File: config.mk
export PLATFORM = sky130hd
export DESIGN_NAME = paired_resource_fair_arbiter
export DESIGN_NICKNAME = d
export VERILOG_FILES = /design/src/prfa_pkg.sv /design/src/prfa_ctrl.sv /design/src/prfa_dp.sv /design/src/paired_resource_fair_arbiter.sv
export SDC_FILE = /design/constraint.sdc
export NUM_CORES = 2
export LEC_CHECK = 0
export BUFFER_PORTS_ARGS = -buffer_cell sky130_fd_sc_hd__buf_2
export CAP_MARGIN = 10
export CORE_ASPECT_RATIO = 0.5
export CORE_MARGIN = 2
export CORE_UTILIZATION = 65
export DETAILED_ROUTE_END_ITERATION = 12
export PLACE_DENSITY = 0.87
export SYNTH_ARGS = -nofsm -noshare
export SYNTH_HDL_FRONTEND = slang
export SYNTH_SLANG_ARGS = --single-unit
File: constraint.sdc
create_clock -name clk_i -period 8.63 [get_ports clk_i]
set_input_delay 0.863 -clock clk_i [delete_from_list [all_inputs] [get_ports clk_i]]
set_output_delay 0.863 -clock clk_i [all_outputs]
set_load 0.005 [all_outputs]
File: src/prfa_pkg.sv
// ----------------------------------------------------------------------------
// prfa_pkg
// Shared constants, types and the command struct of the paired-resource arbiter.
// ----------------------------------------------------------------------------
package prfa_pkg;

  localparam int unsigned Clients    = 5;
  localparam int unsigned UsageWidth = 32;
  localparam int unsigned MaskWidth  = 5;
  localparam int unsigned WeightWidth = 16;
  localparam int unsigned IdWidth    = $clog2(Clients);
  localparam int unsigned CntWidth   = $clog2(Clients + 1);
  localparam logic [WeightWidth-1:0] WeightReset = WeightWidth'(100);

  typedef logic [IdWidth-1:0]    id_t;
  typedef logic [CntWidth-1:0]   cnt_t;
  typedef logic [UsageWidth-1:0] usage_t;

  // commands from the controller to the datapath
  typedef struct packed {
    logic load;      // capture masks, apply releases
    logic insert;    // sorted insert of client cur into both its queues
    logic grant;     // grant test for client cur
    logic publish;   // copy the finished tick into the result registers
    id_t  cur;
  } prfa_cmd_t;

  function automatic id_t right_of(id_t c);
    right_of = (c == id_t'(Clients - 1)) ? id_t'(0) : id_t'(c + id_t'(1));
  endfunction

endpackage

File: src/prfa_ctrl.sv
// ----------------------------------------------------------------------------
// prfa_ctrl
// Sequencer: load, one insert step per client, one grant step per client, output step.
// ----------------------------------------------------------------------------
module prfa_ctrl import prfa_pkg::*; (
  input  logic      clk_i,
  input  logic      rst_ni,
  input  logic      in_valid,
  output logic      in_ready,
  output logic      out_valid,
  input  logic      out_ready,
  output prfa_cmd_t cmd_o
);

  typedef enum logic [1:0] {ST_IDLE, ST_INS, ST_GNT, ST_OUT} state_e;

  state_e state_q;
  id_t    cur_q;
  logic   valid_q;

  assign in_ready  = (state_q == ST_IDLE);
  assign out_valid = valid_q;

  always_comb begin
    cmd_o         = '0;
    cmd_o.cur     = cur_q;
    cmd_o.load    = in_valid && in_ready;
    cmd_o.insert  = (state_q == ST_INS);
    cmd_o.grant   = (state_q == ST_GNT);
    cmd_o.publish = (state_q == ST_OUT) && (!valid_q || out_ready);
  end

  always_ff @(posedge clk_i or negedge rst_ni) begin
    if (!rst_ni) begin
      state_q <= ST_IDLE;
      cur_q   <= '0;
      valid_q <= 1'b0;
    end else begin
      if (valid_q && out_ready && state_q != ST_OUT) valid_q <= 1'b0;
      case (state_q)
        ST_IDLE: begin
          if (in_valid) begin
            state_q <= ST_INS;
            cur_q   <= '0;
          end
        end
        ST_INS: begin
          if (cur_q == id_t'(Clients - 1)) begin
            cur_q   <= '0;
            state_q <= ST_GNT;
          end else begin
            cur_q <= cur_q + id_t'(1);
          end
        end
        ST_GNT: begin
          if (cur_q == id_t'(Clients - 1)) begin
            state_q <= ST_OUT;
          end else begin
            cur_q <= cur_q + id_t'(1);
          end
        end
        ST_OUT: begin
          // wait for the previous result to leave the output register
          if (!valid_q || out_ready) begin
            valid_q <= 1'b1;
            state_q <= ST_IDLE;
          end
        end
        default: state_q <= ST_IDLE;
      endcase
    end
  end

endmodule

File: src/prfa_dp.sv
// ----------------------------------------------------------------------------
// prfa_dp
// Queues, usage counters, resource flags and the result registers.
// ----------------------------------------------------------------------------
module prfa_dp import prfa_pkg::*; (
  input  logic                   clk_i,
  input  logic                   rst_ni,
  input  prfa_cmd_t              cmd_i,
  input  logic [MaskWidth-1:0]   release_mask_i,
  input  logic [MaskWidth-1:0]   request_mask_i,
  input  logic [WeightWidth-1:0] weight_i,
  output logic [MaskWidth-1:0]   grant_mask_o,
  output logic [MaskWidth-1:0]   pending_mask_o
);

  id_t    qc_q [Clients][Clients];
  usage_t qk_q [Clients][Clients];
  cnt_t   qn_q [Clients];
  usage_t usage_q [Clients];
  logic [Clients-1:0] free_q, pend_q, hold_q, req_q, gnt_q;
  logic [MaskWidth-1:0] gnt_out_q, pend_out_q;

  id_t    cur, rc;
  usage_t key;
  logic   do_ins, do_gnt;
  logic [Clients-1:0] rel_hit;

  assign cur = cmd_i.cur;
  assign rc  = right_of(cur);
  assign key = usage_q[cur];
  assign rel_hit = release_mask_i[Clients-1:0] & hold_q;
  assign do_ins = cmd_i.insert && req_q[cur] && !pend_q[cur] && !hold_q[cur];
  assign do_gnt = cmd_i.grant && qn_q[cur] != '0 && qc_q[cur][0] == cur
                  && qn_q[rc] != '0 && qc_q[rc][0] == cur && free_q[cur] && free_q[rc];

  // saturating usage add per client
  function automatic usage_t sat_add(usage_t u, logic [WeightWidth-1:0] w);
    logic [UsageWidth:0] s;
    s = {1'b0, u} + (UsageWidth+1)'(w);
    sat_add = s[UsageWidth] ? '1 : s[UsageWidth-1:0];
  endfunction

  always_ff @(posedge clk_i or negedge rst_ni) begin
    if (!rst_ni) begin
      for (int i = 0; i < Clients; i++) begin
        qn_q[i]    <= '0;
        usage_q[i] <= '0;
      end
      free_q     <= '1;
      pend_q     <= '0;
      hold_q     <= '0;
      req_q      <= '0;
      gnt_q      <= '0;
      gnt_out_q  <= '0;
      pend_out_q <= '0;
    end else begin
      if (cmd_i.load) begin
        gnt_q  <= '0;
        req_q  <= request_mask_i[Clients-1:0];
        hold_q <= hold_q & ~rel_hit;
        // a release frees the client's own resource and the one to its right
        free_q <= free_q | rel_hit | {rel_hit[Clients-2:0], rel_hit[Clients-1]};
        for (int i = 0; i < Clients; i++) begin
          if (rel_hit[i]) begin
            usage_q[i] <= sat_add(usage_q[i], weight_i);
          end
        end
      end
      if (do_ins) begin
        pend_q[cur] <= 1'b1;
        // independent sorted insert into queue r: shift entries with key > new key
        for (int q = 0; q < Clients; q++) begin
          if (id_t'(q) == cur || id_t'(q) == rc) begin
            for (int k = 0; k < Clients; k++) begin
              if (cnt_t'(k) < qn_q[q]) begin
                if (qk_q[q][k] > key && k + 1 < Clients) begin
                  qc_q[q][(k + 1) % Clients] <= qc_q[q][k];
                  qk_q[q][(k + 1) % Clients] <= qk_q[q][k];
                end
                if (qk_q[q][k] > key &&
                    (k == 0 || !(qk_q[q][(k + Clients - 1) % Clients] > key))) begin
                  qc_q[q][k] <= cur;
                  qk_q[q][k] <= key;
                end
              end else if (cnt_t'(k) == qn_q[q] &&
                           (k == 0 || !(qk_q[q][(k + Clients - 1) % Clients] > key))) begin
                qc_q[q][k] <= cur;
                qk_q[q][k] <= key;
              end
            end
            qn_q[q] <= qn_q[q] + cnt_t'(1);
          end
        end
      end
      if (do_gnt) begin
        for (int q = 0; q < Clients; q++) begin
          if (id_t'(q) == cur || id_t'(q) == rc) begin
            for (int k = 0; k + 1 < Clients; k++) begin
              qc_q[q][k] <= qc_q[q][k + 1];
              qk_q[q][k] <= qk_q[q][k + 1];
            end
            qn_q[q] <= qn_q[q] - cnt_t'(1);
          end
        end
        free_q[cur] <= 1'b0;
        free_q[rc]  <= 1'b0;
        pend_q[cur] <= 1'b0;
        hold_q[cur] <= 1'b1;
        gnt_q[cur]  <= 1'b1;
      end
      if (cmd_i.publish) begin
        gnt_out_q  <= MaskWidth'(gnt_q);
        pend_out_q <= MaskWidth'(pend_q);
      end
    end
  end

  assign grant_mask_o   = gnt_out_q;
  assign pending_mask_o = pend_out_q;

endmodule

File: src/paired_resource_fair_arbiter.sv
// ----------------------------------------------------------------------------
// paired_resource_fair_arbiter
// Ring of clients sharing paired resources, usage-fair queued grants.
// ----------------------------------------------------------------------------
// One tick enters on the in channel: release_mask_i and request_mask_i.
// Releases free a holder's two resources and add use_weight (saturating) to
// its usage; new requests are sorted into both queues of the client by
// usage; a grant pass in id order then grants clients that head both queues
// with both resources free. One result (grant_mask_o, pending_mask_o) leaves
// on the out channel per tick.
// After a tick is accepted the sequencer runs 5 insert steps, 5 grant steps
// and 1 output step, which raises out_valid, then returns to idle for the
// next tick: it takes one tick at a time, set by the single shared
// insert/grant step of the sequencer.
// The output register holds a result until taken; a stalled receiver holds
// the sequencer in its output step, and the next tick waits in front.
// The cfg channel writes use_weight (reset 100) and is always ready.
// Reset clears all queues, usage and holders, and marks every resource free.
// ----------------------------------------------------------------------------
module paired_resource_fair_arbiter import prfa_pkg::*; (
  input  logic                   clk_i,
  input  logic                   rst_ni,
  input  logic                   in_valid,
  output logic                   in_ready,
  input  logic [MaskWidth-1:0]   release_mask_i,
  input  logic [MaskWidth-1:0]   request_mask_i,
  output logic                   out_valid,
  input  logic                   out_ready,
  output logic [MaskWidth-1:0]   grant_mask_o,
  output logic [MaskWidth-1:0]   pending_mask_o,
  input  logic                   cfg_valid,
  output logic                   cfg_ready,
  input  logic [WeightWidth-1:0] use_weight_i
);

  prfa_cmd_t cmd;
  logic [WeightWidth-1:0] weight_q;

  assign cfg_ready = 1'b1;

  always_ff @(posedge clk_i or negedge rst_ni) begin
    if (!rst_ni) begin
      weight_q <= WeightReset;
    end else if (cfg_valid) begin
      weight_q <= use_weight_i;
    end
  end

  prfa_ctrl u_ctrl (
    .clk_i, .rst_ni, .in_valid, .in_ready, .out_valid, .out_ready, .cmd_o(cmd)
  );

  prfa_dp u_dp (
    .clk_i, .rst_ni, .cmd_i(cmd),
    .release_mask_i, .request_mask_i, .weight_i(weight_q),
    .grant_mask_o, .pending_mask_o
  );

  // a grant and a pending flag never coexist for one client
  assert property (@(posedge clk_i) disable iff (!rst_ni)
    out_valid |-> (grant_mask_o & pending_mask_o) == '0) else $error("grant while pending");

  // no new tick taken while a result is being formed or waits
  assert property (@(posedge clk_i) disable iff (!rst_ni)
    (in_valid && in_ready) |=> !in_ready) else $error("overlapping ticks");

  // an unaccepted result holds
  assert property (@(posedge clk_i) disable iff (!rst_ni)
    (out_valid && !out_ready) |=> (out_valid && $stable(grant_mask_o)))
    else $error("result dropped");

  // adjacent clients are never granted in one tick
  assert property (@(posedge clk_i) disable iff (!rst_ni)
    out_valid |-> (grant_mask_o & {grant_mask_o[0], grant_mask_o[4:1]}) == '0)
    else $error("neighbors granted together");

endmodule
# == Word level (Yosys, flattened, before mapping) ==
# Memories as Yosys holds them, arrays and structs flattened.
# Index checks and enable logic that the tools add are counted.
# classes
add_sub_neg,16
magnitude_cmp,56
eq_ne,40
n_mux,542
n_bitwise,145
n_reduce_logical,176
# ops
cell,n
$mux W32,72
$gt A32 B32 Y1,25
$mux W1,350
$mux W160,2
$reduce_or A160 Y1,2
$mux W3,86
$add A32 B16 Y33,5
$or A1 B1 Y1,130
$logic_and A1 B1 Y1,125
$bmux W32 S3,1
$mux W15,4
$mux W5,12
$eq A2 B3 Y1 const A,14
$lt A1 B3 Y1 const A,10
$lt A2 B3 Y1 const A,10
$reduce_or A15 Y1,2
$and A5 B5 Y5,5
$or A5 B5 Y5,5
$logic_not A1 Y1,23
$eq A1 B3 Y1 const A,7
$eq A3 B3 Y1 const A,7
$logic_not A3 Y1,7
$add A3 B1 Y3 const B,6
$bmux W3 S3,2
other kinds (23),63
# totals
ff_bits,232
mem_bits_rw,875
input_bits,31
mem_count,2
# mem_list
memory,words,width,read_ports,rd_clocked_by_memory_dff,write_ports,line,text
u_dp.qk_q,5,160,5,0,3,prfa_dp.sv:17,usage_t qk_q [Clients][Clients];
u_dp.qc_q,5,15,7,0,3,prfa_dp.sv:16,id_t qc_q [Clients][Clients];

# == Longest topological paths before layout ==
# logic_depth
ltp_word,18
ltp_mapped,21
ltp_nobuf,15

# == Modules after synthesis ==
# Synthesis repeated with hierarchy kept, for this count alone.
# hier_totals
hier_cells,7457
hier_area_um2,76235.6
# modules_own_cells
module,n_inst,cells_each,area_each_um2,seq_area_each_um2
prfa_dp,1,7381,75158.3,31536.5
paired_resource_fair_arbiter,1,36,664.4,404.1
prfa_ctrl,1,40,412.9,150.1

# == Worst setup path after synthesis ==
# OpenSTA, ideal clock, no wires.
# synth_path
path_type,register -> register
startpoint,register u_ctrl.cur_q[1]
endpoint,memory u_dp.qc_q[2][0] (netlist bit) (enable)
setup_ns,0.471
arrival_ns,6.662
setup_slack_ns,1.497
path_stages_with_launch,18
synth_period_minus_slack_ns,7.133
path_cell_list,dfrtp_1 -> buf_2 -> clkbuf_1 -> buf_2 -> buf_1 -> mux2i_1 -> o21ai_0 -> a221o_1 -> inv_1 -> ha_1 -> and4_1 -> nand3_1 -> or2_2 -> or3_1 -> o21bai_1 -> a211oi_1 -> nor2_1 -> nor3_1
# synth_rtl
element,line,text
start: declaration,prfa_ctrl.sv:18,id_t cur_q;
start signal: assignment,prfa_ctrl.sv:52,cur_q <= cur_q + id_t'(1);
start signal: assignment,prfa_ctrl.sv:59,cur_q <= cur_q + id_t'(1);
end: declaration,prfa_dp.sv:16,

==> results.tsv <==
stage	metric	value	unit
run_status	run status	finished clean	
die	Core Region	115000	µm²
synthesis	count of flip-flops with a built-in enable after synthesis	875	
clock_tree	root buffer cell	sky130_fd_sc_hd__clkbuf_16	
die	starting density of the core	65.3	%
grt	grt total ovfl	0	
synthesis	count of warnings emitted by yosys	0	
clock_tree	Post-CTS Hold Buffers	0	
route	number of optimization iterations in the first detailed-route pass	9	
worst_setup_path	endpoint of the worst-slack reg-to-reg timing path	u_dp.qk_q[4][59]	
clock_tree	sinks on the clock net	1107	
cells_and_area	post-layout utilization of the core	70.1	%
place	final weighted congestion in routability-driven placement	1.00	
synthesis	number of different library cells in the post-synthesis netlist	96	
route	total number of vias	63200	
clock_tree	insertion delay of the later-clocked pin in the worst-skew pair	770	ps
route	post-route ant nets	0	
place	Detail Placement HPWL	161	mm
route	violation count after the first detailed-routing iteration	9060	
timing	sum of negative setup slack	0	ps
power	overall power after layout	0.0209	W
power	pwr dens	259	nW/µm²
worst_setup_path	critical path's largest stage delay	1380	ps
worst_setup_path	type of element capturing the critical path	flip-flop	
clock_tree	clock transition time at the flip-flop clock pins of the worst setup and hold paths	70	ps
grt	GRT Total Usage	39.3	%
worst_setup_path	cells traversed along the worst timing path	mux2i_1 > nor2_1 > a21oi_1 > o21ai_4 > clkinv_1 > ha_1 > a21o_1 > nand3_1 > a21oi_1 > a2111oi_0 > o21ai_0 > o21ai_0 > a221o_2 > buf_4 > mux2i_1 > o21ai_0	
timing	worst-margin pin slew	1310	ps
cells_and_area	filler instances	7952	
worst_setup_path	setup slack, reg-to-reg	620	ps
route	detail-routed net length per standard cell	26.9	µm
cells_and_area	most common cell after layout, fill and taps aside	sky130_fd_sc_hd__ha_1	
timing	headroom to the max-slew limit	12.6	%
timing	RSZ-0062 raised after global routing	false	
worst_setup_path	critical path data arrival time	8490	ps
worst_setup_path	startpoint class of the critical path	flip-flop	
worst_setup_path	Req. time, crit path	9110	ps
timing	maximum frequency from static timing analysis	125	MHz
synthesis	Synth Instances	7306	
power	internal power component	0.0120	W
worst_setup_path	critical setup path kind	flip-flop to flip-flop	
worst_setup_path	cell with the largest stage delay on the worst path	sky130_fd_sc_hd__clkinv_1	
timing	final critical-path share of the clock period	92.8	%
synthesis	average instance area after synthesis	10.3	µm²
die	number of cell rows	88	
timing	post-route setup slack	620	ps
synthesis	total of flip-flops plus latches after synthesis	1107	
worst_setup_path	number of buffer and inverter instances along the worst setup path	2	
clock_tree	CTS tree	done	
power	sw frac	42.6	%
clock_tree	buffer levels on the longest clock path	3	
power	sequential cell fraction of total power	31.7	%
min_path	type of the worst min-delay path	primary input to asynchronous set/reset pin	
die	Die Y-Extent	244	µm
worst_setup_path	Crit path top cell by count	sky130_fd_sc_hd__o21ai_0	
route	via-per-instance ratio	7.13	
die	Die Width	485	µm
grt	global-route wire length before repair	358	mm
synthesis	sequential element share of the synthesized area	42.7	%
synthesis	share of flip-flops with an asynchronous set or reset	21.0	%
place	pre-CTS setup slack	1200	ps
cells_and_area	Area growth syn-to-layout	7.33	%
grt	initial antenna violation count	7	
synthesis	Main synth FF type	sky130_fd_sc_hd__edfxtp_1	
clock_tree	H-tree lvl count	3	
die	full die area	118000	µm²
timing	clock tree skew after final layout	54.7	ps
grt	via count of the first global-routing pass	61200	
power	leak pwr	31.9	nW
worst_setup_path	path depth of the worst reg2reg path	16	
grt	pin count of the biggest net entering global routing	170	
worst_setup_path	highest net fanout along the worst path	56	
cells_and_area	most frequent cells in the layout	sky130_fd_sc_hd__ha_1 (913), sky130_fd_sc_hd__nand2_1 (896), sky130_fd_sc_hd__edfxtp_1 (875)	
power	largest vdd supply drop	240	µV
cells_and_area	proportion of layout cells with a drive suffix above 1	9.62	%
timing	hold violation count in the final report	0	
clock_tree	number of buffers created by CTS	102	
timing	Tmin final	8010	ps
power	clock network power share	23.2	%
power	net switching component of the power	0.00889	W
synthesis	Mapped Area	75100	µm²
run	count of max-cap constraint violations	0	
die	I/O pin total	44	
cells_and_area	final net count	8188	
place	IO buf count	42	
power	combinational group share of total power	45.1	%
worst_setup_path	kind of cell adding the most delay to the critical path	compound AO/OA/AOI/OAI gates	
route	routed wire length	239	mm
timing	count of endpoints failing setup in the final report	0	
worst_setup_path	reg-to-reg critical path startpoint	u_ctrl.cur_q[1]	
route	remaining design rule violation count	0	
clock_tree	buffer count from post-CTS setup fixing	0	
timing	max-slew violations	0	
synthesis	Synth Net Count	8255	
clock_tree	number of gates resized after CTS	0	
## metal layers
metal / wire length (µm) / share of wire (%) / global-route usage [%]
met1: 83900 / 35 / 49.2
met2: 101000 / 42 / 59.0
met3: 36100 / 15 / 12.9
met4: 17400 / 7.3 / 24.9
met5: 52 / 0.022 / 0
## cell families (layout without fill, tap and decap cells)
logic type      after synthesis  count (layout)  synth area share [%]
xor+xnor                     89              89                  1.04
other cells                   1               2               0.00500
simple gates               1989            1989                  12.2
buf+inv                     531             553                  3.13
flops                      1107            1107                  42.7
mux                         754             754                  10.5
compound gates             1917            1917                  15.1
fa+ha+maj                   918             918                  15.4
## registers in the layout, indices dropped and copies added, names as in the netlist, 5 cells and up
| register | flops |
|---|---|
| weight_q | 16 |
| u_dp.qn_q | 15 |
| u_dp.gnt_q | 5 |
| u_dp.pending_mask_o | 5 |
| u_dp.free_q | 5 |
| u_dp.hold_q | 5 |
| u_dp.pend_q | 5 |
| u_dp.grant_mask_o | 5 |
| u_dp.req_q | 5 |
| u_dp.qc_q | 75 |
| u_dp.usage_q | 160 |
| u_dp.qk_q | 800 |
## how the worst max path moves through the flow
stage                    start                to  slack, ps  cells after the start
4_1_cts        u_ctrl.cur_q[1]  u_dp.qk_q[4][59]       1110                     16
5_1_grt        u_ctrl.cur_q[1]  u_dp.qk_q[4][59]        580                     16
6_report       u_ctrl.cur_q[1]  u_dp.qk_q[4][59]        620                     16
3_3_place_gp   u_ctrl.cur_q[1]  u_dp.qk_q[1][79]       1370                     16
3_5_place_dp   u_ctrl.cur_q[1]  u_dp.qk_q[1][20]       1200                     15
2_1_floorplan  u_ctrl.cur_q[1]   u_dp.qc_q[2][0]       1500                     17
## synth_stat cells, drive strengths merged (48+ instances only)
library cell    n  share of area, %
inv           147              0.74
xnor2          51              0.60
o21a           50              0.50
nand3         147               1.0
clkbuf        209               1.1
nor2b          56              0.47
a31oi          48              0.40
nor3           76              0.51
buf           174               1.3
mux2          232               3.5
a21o          143               1.4
and3           58              0.48
a21oi         564               3.8
nor2          394               2.0
mux2i         521               6.9
nand2         896               4.5
dfrtp         224               7.5
o21ai         775               5.2
edfxtp        875                35
ha            913                15
nand4         165               1.4
## cell type report
cell class                      count  area, µm²  area share (%)
Clock inverter                     68        679           0.843
Timing Repair Buffer              212       1600            1.98
Sequential cell                  1107      32100            39.8
Inverter                          148        556           0.689
Antenna cell                        1       2.50         0.00311
Clock buffer                      125       2710            3.37
Multi-Input combinational cell   5668      41000            50.9
Tap cell                         1530       1910            2.38
## power by group through the flow
stage	clock network [W]	logic, W	registers [W]
floorplan	0	0.00563	0.00649
global placement	0	0.00845	0.00669
detailed placement	0	0.00882	0.00670
CTS	0.00478	0.00895	0.00659
global route	0.00498	0.00999	0.00664
finish	0.00483	0.00941	0.00661
## stage by stage
| stage | cell area, µm² | cells | hold slack, ps |
|---|---|---|---|
| after floorplan | 75100 | 7306 | 435 |
| after global placement | 77200 | 8663 | 457 |
| after detailed placement | 77200 | 8663 | 464 |
| after CTS | 80600 | 8856 | 134 |
| after global routing | 80600 | 8858 | 166 |
| final | 80600 | 8859 | 95.3 |
No activity file was read; power rests on OpenSTA's default activity.
